`src/rtl/point_cloud_bilateral_filter_top_macros.svh`:
```
// assertion macros for the bilateral filter rtl
`ifndef POINT_CLOUD_BILATERAL_FILTER_TOP_MACROS_SVH
`define POINT_CLOUD_BILATERAL_FILTER_TOP_MACROS_SVH

// same-cycle implication
`define PCBF_ASSERT_SAME(label, clk, rst_n, ante, cons) \
	label: assert property (@(posedge clk) disable iff (!rst_n) (ante) |-> (cons)) \
		else $error("pcbf same-cycle check failed");

// next-cycle implication
`define PCBF_ASSERT_NEXT(label, clk, rst_n, ante, cons) \
	label: assert property (@(posedge clk) disable iff (!rst_n) (ante) |=> (cons)) \
		else $error("pcbf next-cycle check failed");

`endif

```
`src/rtl/pcbf_pkg.sv`:
```
// shared types and constants of the bilateral point filter
package pcbf_pkg;

	localparam int POS_W    = 32;
	localparam int NORM_W   = 16;
	localparam int CFG_W    = 32;
	localparam int ARG_BITS = 20;

	localparam logic CFG_RANGE_SCALE   = 1'b0;
	localparam logic CFG_FEATURE_SCALE = 1'b1;

	localparam logic [CFG_W-1:0] RANGE_SCALE_RST   = 32'd839;
	localparam logic [CFG_W-1:0] FEATURE_SCALE_RST = 32'd838860800;

	typedef enum logic [1:0] {
		KIND_CENTRE,
		KIND_NEIGH,
		KIND_CLOSE
	} pcbf_kind_t;

	typedef enum logic [3:0] {
		ST_IDLE,
		ST_OFF,
		ST_SQ,
		ST_FEAT,
		ST_ARG,
		ST_LOOK,
		ST_ACC,
		ST_FIN,
		ST_DIV,
		ST_MOVE,
		ST_OUT
	} pcbf_state_t;

	typedef struct packed {
		pcbf_kind_t               kind;
		logic                     last;
		logic signed [POS_W-1:0]  pos_x;
		logic signed [POS_W-1:0]  pos_y;
		logic signed [POS_W-1:0]  pos_z;
		logic [POS_W-1:0]         sq_distance;
		logic signed [NORM_W-1:0] norm_x;
		logic signed [NORM_W-1:0] norm_y;
		logic signed [NORM_W-1:0] norm_z;
	} pcbf_item_t;

	typedef struct packed {
		logic       valid;
		pcbf_item_t item;
	} pcbf_head_t;

	typedef struct packed {
		logic [CFG_W-1:0] range_scale;
		logic [CFG_W-1:0] feature_scale;
	} pcbf_cfg_t;

endpackage

```
`src/rtl/pcbf_front.sv`:
```
// front end: classifies incoming points and queues them for the datapath
module pcbf_front #(
	parameter int MAX_NEIGHBOURS = 32
) (
	input  logic                                 clk,
	input  logic                                 arst_n,
	input  logic                                 start,
	input  logic signed [pcbf_pkg::POS_W-1:0]    pos_x,
	input  logic signed [pcbf_pkg::POS_W-1:0]    pos_y,
	input  logic signed [pcbf_pkg::POS_W-1:0]    pos_z,
	input  logic [pcbf_pkg::POS_W-1:0]           sq_distance,
	input  logic signed [pcbf_pkg::NORM_W-1:0]   norm_x,
	input  logic signed [pcbf_pkg::NORM_W-1:0]   norm_y,
	input  logic signed [pcbf_pkg::NORM_W-1:0]   norm_z,
	input  logic                                 is_centre,
	input  logic                                 last_point,
	output logic                                 busy,
	output pcbf_pkg::pcbf_head_t                 head,
	input  logic                                 pop
);

	localparam int CNT_W = $clog2(MAX_NEIGHBOURS + 1);

	logic                 have_centre_q;
	logic [CNT_W-1:0]     count_q;
	pcbf_pkg::pcbf_item_t q_mem_q [2];
	logic                 wr_ptr_q;
	logic                 rd_ptr_q;
	logic [1:0]           fill_q;
	logic                 accept;
	logic                 push;
	pcbf_pkg::pcbf_kind_t kind;

	assign busy   = (fill_q == 2'd2);
	assign accept = start & ~busy;

	always_comb begin
		push = 1'b0;
		kind = pcbf_pkg::KIND_NEIGH;
		if (accept) begin
			if (is_centre) begin
				push = 1'b1;
				kind = pcbf_pkg::KIND_CENTRE;
			end else if (have_centre_q) begin
				if (count_q < CNT_W'(MAX_NEIGHBOURS)) begin
					push = 1'b1;
					kind = pcbf_pkg::KIND_NEIGH;
				end else if (last_point) begin
					// neighbour beyond the limit only closes the group
					push = 1'b1;
					kind = pcbf_pkg::KIND_CLOSE;
				end
			end
		end
	end

	always_ff @(posedge clk or negedge arst_n) begin
		if (!arst_n) begin
			have_centre_q <= 1'b0;
			count_q       <= '0;
			wr_ptr_q      <= 1'b0;
			rd_ptr_q      <= 1'b0;
			fill_q        <= 2'd0;
		end else begin
			if (accept) begin
				if (is_centre) begin
					have_centre_q <= ~last_point;
					count_q       <= '0;
				end else if (have_centre_q) begin
					if (count_q < CNT_W'(MAX_NEIGHBOURS)) begin
						count_q <= count_q + 1'b1;
					end
					if (last_point) begin
						have_centre_q <= 1'b0;
					end
				end
			end
			if (push) begin
				wr_ptr_q <= ~wr_ptr_q;
			end
			if (pop) begin
				rd_ptr_q <= ~rd_ptr_q;
			end
			fill_q <= fill_q + {1'b0, push} - {1'b0, pop};
		end
	end

	always_ff @(posedge clk) begin
		if (push) begin
			q_mem_q[wr_ptr_q] <= '{
				kind:        kind,
				last:        last_point,
				pos_x:       pos_x,
				pos_y:       pos_y,
				pos_z:       pos_z,
				sq_distance: sq_distance,
				norm_x:      norm_x,
				norm_y:      norm_y,
				norm_z:      norm_z
			};
		end
	end

	assign head.valid = (fill_q != 2'd0);
	assign head.item  = q_mem_q[rd_ptr_q];

endmodule

```
`config.mk`:
```
export PLATFORM = sky130hd
export DESIGN_NAME = pcbf_front
export DESIGN_NICKNAME = d
export VERILOG_FILES = /design/src/rtl/point_cloud_bilateral_filter_top_macros.svh /design/src/rtl/pcbf_pkg.sv /design/src/rtl/pcbf_front.sv
export SDC_FILE = /design/constraint.sdc
export NUM_CORES = 1
export LEC_CHECK = 0
export ABC_AREA = 1
export BUFFER_PORTS_ARGS = -buffer_cell sky130_fd_sc_hd__buf_2
export CELL_PAD_IN_SITES_DETAIL_PLACEMENT = 0
export CELL_PAD_IN_SITES_GLOBAL_PLACEMENT = 1
export CORE_ASPECT_RATIO = 1.1
export CORE_MARGIN = 2
export CORE_UTILIZATION = 48
export CTS_CLUSTER_DIAMETER = 40
export DETAILED_ROUTE_END_ITERATION = 8
export GPL_ROUTABILITY_DRIVEN = 0
export PLACE_DENSITY = 0.95
export SYNTH_ARGS = -nofsm -noshare
export SYNTH_HDL_FRONTEND = slang
export SYNTH_SLANG_ARGS = --single-unit
```
`constraint.sdc`:
```
create_clock -name clk -period 24.1 [get_ports clk]
set_input_delay 1.205 -clock clk [delete_from_list [all_inputs] [get_ports clk]]
set_output_delay 1.205 -clock clk [all_outputs]
set_load 0.1 [all_outputs]
```
# Word level (Yosys, flattened, before mapping)
# Memory sizes are Yosys's and may differ from the RTL's.
# Index checks and enable logic that the tools add are counted.
# Widths: inputs -> output; s select.
[word_totals] output_inout_bits=181 in_bits=182 ff_bits=11 mem_bits_rw=358 mem_count=1
[classes] n_eq_ne=1 n_bitwise=5 reduce_logical=4 add_sub_neg=3 mux=18 order_cmp=1
[memory_table] name="q_mem_q" depth=2 width=179 rd=1 rd_clocked_by_memory_dff=0 write_ports=1 line="pcbf_front.sv:26" text="pcbf_pkg::pcbf_item_t q_mem_q [2];"
[ops] op="$mux 6" count=3
[ops] op="$mux 1" count=10
[ops] op="$mux 2" count=5
[ops] op="$add 6x1->6 const B" count=1
[ops] op="$lt 6x6->1 const B" count=1
[ops] op="$reduce_bool 2->1" count=3
[ops] op="$not 1->1" count=4
[ops] op="$reduce_and 3->1" count=1
[ops] op="$add 2x1->2" count=1
[ops] op="$eq 2x2->1 const B" count=1
[ops] op="$sub 2x1->2" count=1
[ops] op="$and 1x1->1" count=1

# Depth between registers and ports, before layout
[depth] ltp_word=7 ltp_mapped=8 depth_no_buf=8

# Worst setup path before layout
# No wires, ideal clock.
[synth_path] kind="in2reg" start="input start" end="memory q_mem_q[1][0] in the netlist's numbering (enable)" setup_time_ns=0.721 stages=4 path_buffers=0 path_slack_ns=14.397 t_arrival_ns=8.982 path_cell_list="inv_1 a21oi_4 nand3_1 nor2_1"
[synth_via] elab_chain_cells=4
[synth_rtl] element="start, declared" line="pcbf_front.sv:7" text="input logic start,"
[synth_rtl] element="$and 1x1->1" line="pcbf_front.sv:35" text="assign accept = start & ~busy;"
[synth_rtl] element="$mux 1" line="pcbf_front.sv:40" text="if (accept) begin"
[synth_rtl] element="$mux 1" line="pcbf_front.sv:89" text="if (push) begin"
[synth_rtl] element="$mux 1 (implied by the code)" line="pcbf_front.sv:90" text="q_mem_q[wr_ptr_q] <= '{"
[synth_rtl] element="end, declared" line="pcbf_front.sv:26"
# Every way passes these cells.

==> metrics.md <==
| Metric | Value |
|---|---|
| Minimum clock period | around 4.5 ns |
| Critical path launch point type | flop |
| PortBufs | ~360 |
| Clock-pin slew on the worst setup and hold paths | around 0.050 ns |
| Routed wire per std cell | a little under 20 µm |
| Syn Std Cell Area | 0.01393 mm² |
| Total Negative Setup Slacks | 0 ns |
| YS warnings | 0 |
| Total CTS buffers | 42 |
| Core Region | about 0.029 mm² |
| Pre-antenna DRT Iters | 4 |
| Yosys top cell area share | 0.7716 |
| Syn Inst Count | around 640 |
| Dpl hpwl | 18,380 µm |
| Crit path max fanout | 64 |
| Vias per Instance | about 5.0 |
| Vias in the first global route | around 7,400 |
| CTS Hold Bufs | 0 |
| Ys flop type | edfxtp_1 |
| Max Clock Skew | 0.008632 ns |
| CP max stage delay | 0.99 ns |
| First-pass GRT wire length | just over 40,000 µm |
| Initial Utilization | 0.4867 |
| Sequential area share after synthesis | 0.7913 |
| Hold Path Class | flop to flop |
| H-tree Lvls | 2 |
| Post-synth top area cell | edfxtp_1 |
| RSZ-0062 raised after global routing | no |
| Mapped Avg Cell Area | approximately 22 µm² |
| Clock latency on the worst-skew pair | approximately 0.53 ns |
| Tightest Pin Transition | around 1.1 ns |
| Cell Rows | 65 |
| CTS tree | done |
| Share of layout cells above drive strength 1 | 0.5826 |
| P&R area growth vs syn | 26.22% |
| Outcome | complete, no violations |
| Max-Cap Viols | 0 |
| Total number of vias | between 7,000 and 8,000 |
| Max clock buf depth | 3 |
| Syn Nets | 820 |
| Final setup viols | 0 |
| Final hold viol count | 0 |
| Fin crit share | 0.1873 |
| Crit-path cells | buf_4 > mux2_2 > buf_2 |
| CP Data Arrival Time | around 3.3 ns |
| Relative slew slack | 0.2786 |
| Worst path slowest cell | dfrtp_4 |
| Gr usage total | 0.1736 |
| Flops & latches, synth | around 370 |
| Die area | 0.03041 mm² |
| Max Freq | 221.6 MHz |
| Clk sink count | roughly 370 |
| Die Wd | between 150 and 200 µm |
| Netlist cell types | 19 |
| Initial DRC Count | 480 |
| I/O pin cnt | 363 |
| Final-stage net count | 1,211 |
| Clock Tree Root | clkbuf_16 |
| Critical Path RT | ~23 ns |
| # Post-CTS Setup Buffers | 0 |
| Ys async rst share | 0.02981 |
| Crit Path Class | flop to output port |
| Final ANT Viol Nets | 0 |
| Die Span Y | around 180 µm |
| Final max-slew violation count | 0 |
| Buf/Inv on CP | 2 |
| Largest delay share family, worst path | buffers and inverters |
| Pin count of the biggest net entering global routing | around 110 |
| Most frequent cells after synthesis | edfxtp_1, mux2_4, mux2_2 |
| Critical Path Sink Type | output port |
| GRT overflow | 0 |
| Initial antenna violation count | 5 |
| Post-CTS resize count | 0 |
| Number of flops mapped to enable cells by yosys | 358 |
| Drt total wl | 27,620 µm |
| Largest cells by area after synthesis | edfxtp_1, mux2_4, mux2_2 |
| Most numerous cell in the Yosys netlist | edfxtp_1 |
| DRC viols | 0 |
registers in the layout (all words and copies together) (netlist names):
signal	flops
q_mem_q	358
have_centre_q	1
fill_q	2
wr_ptr_q	1
count_q	6
rd_ptr_q	1
worst register-to-register path, cell delays in order, from the launching register on:
cell and delay, ns:
dfrtp_1 0.39, inv_1 0.10, a21oi_4 0.20, nand3_1 0.20
nor2_4 0.81, buf_4 0.92
cell families after synthesis:
| kind of cell | after synthesis | share of synthesized area |
|---|---|---|
| buffers and inverters | 33 | 0.01607 |
| DFF | 369 | 0.7913 |
| xor gates and xnor gates | 4 | 0.002515 |
| adders and majority gates | 3 | 0.002694 |
| AOI/OAI and AO/OA | 9 | 0.004221 |
| and+or+nand+nor | 38 | 0.01158 |
| muxes | 179 | 0.1716 |
final timing paths:
check	from	endpoint	slack (ns)	cells past startpoint
max reg2reg	fill_q[0]	q_mem_q[1][138]	21.03	5
max	rd_ptr_q	head[18]	19.59	3
min	wr_ptr_q	wr_ptr_q	0.47	2
min in group asynchronous	arst_n	wr_ptr_q	0.55	1
min reg2reg	wr_ptr_q	wr_ptr_q	0.47	2
max in group asynchronous	arst_n	rd_ptr_q	23.31	1
per-stage QoR:
step                cell area [µm²]  setup WS [ns]  hold WS, ns    util  cells
floorplan                     13930          14.40       0.4419       -    635
global placement              16080          20.10       0.4532  0.5618   1350
detailed placement            16080          20.10       0.4626  0.5618   1350
CTS                           17570          19.53       0.4751  0.6139   1427
global route                  17580          19.43       0.5130  0.6141   1429
finish                        17590          19.59       0.4698  0.6143   1432
layout make-up:
type / count / area [µm²]
Clock buffer: 48 / 1074
Timing Repair Buffer: 367 / 1849
Tap cell: 368 / 460.4
Sequential cell: 369 / 11030
Antenna cell: 5 / 12.51
Fill cell: 2048 / 11040
Clock inverter: 29 / 416.7
Inverter: 13 / 53.80
Multi-Input combinational cell: 233 / 2691
layer usage:
layer,global-route usage,share of wire,vias to the layer above
li1,-,-,3289
met1,0.1956,0.37,3516
met2,0.3152,0.53,301
met3,0.05595,0.081,42
met4,0.05172,0.019,2
met5,0,0.00065,-
layout by cell type (no fill, tap or decap), drive strengths merged:
master,instances
a21oi,2
buf,367
bufinv,8
clkbuf,48
clkinv,15
clkinvlp,4
dfrtp,11
diode,5
edfxtp,358
ha,3
inv,15
mux2,179
nand2,19
nand3,8
nand4,3
nor2,7
nor3,1
o21ai,6
o21bai,1
xnor2,2
xor2,2
Power is left out: the tool's default activity adds up to more than one toggle a clock period on the data nets, which glitch-free logic cannot reach.
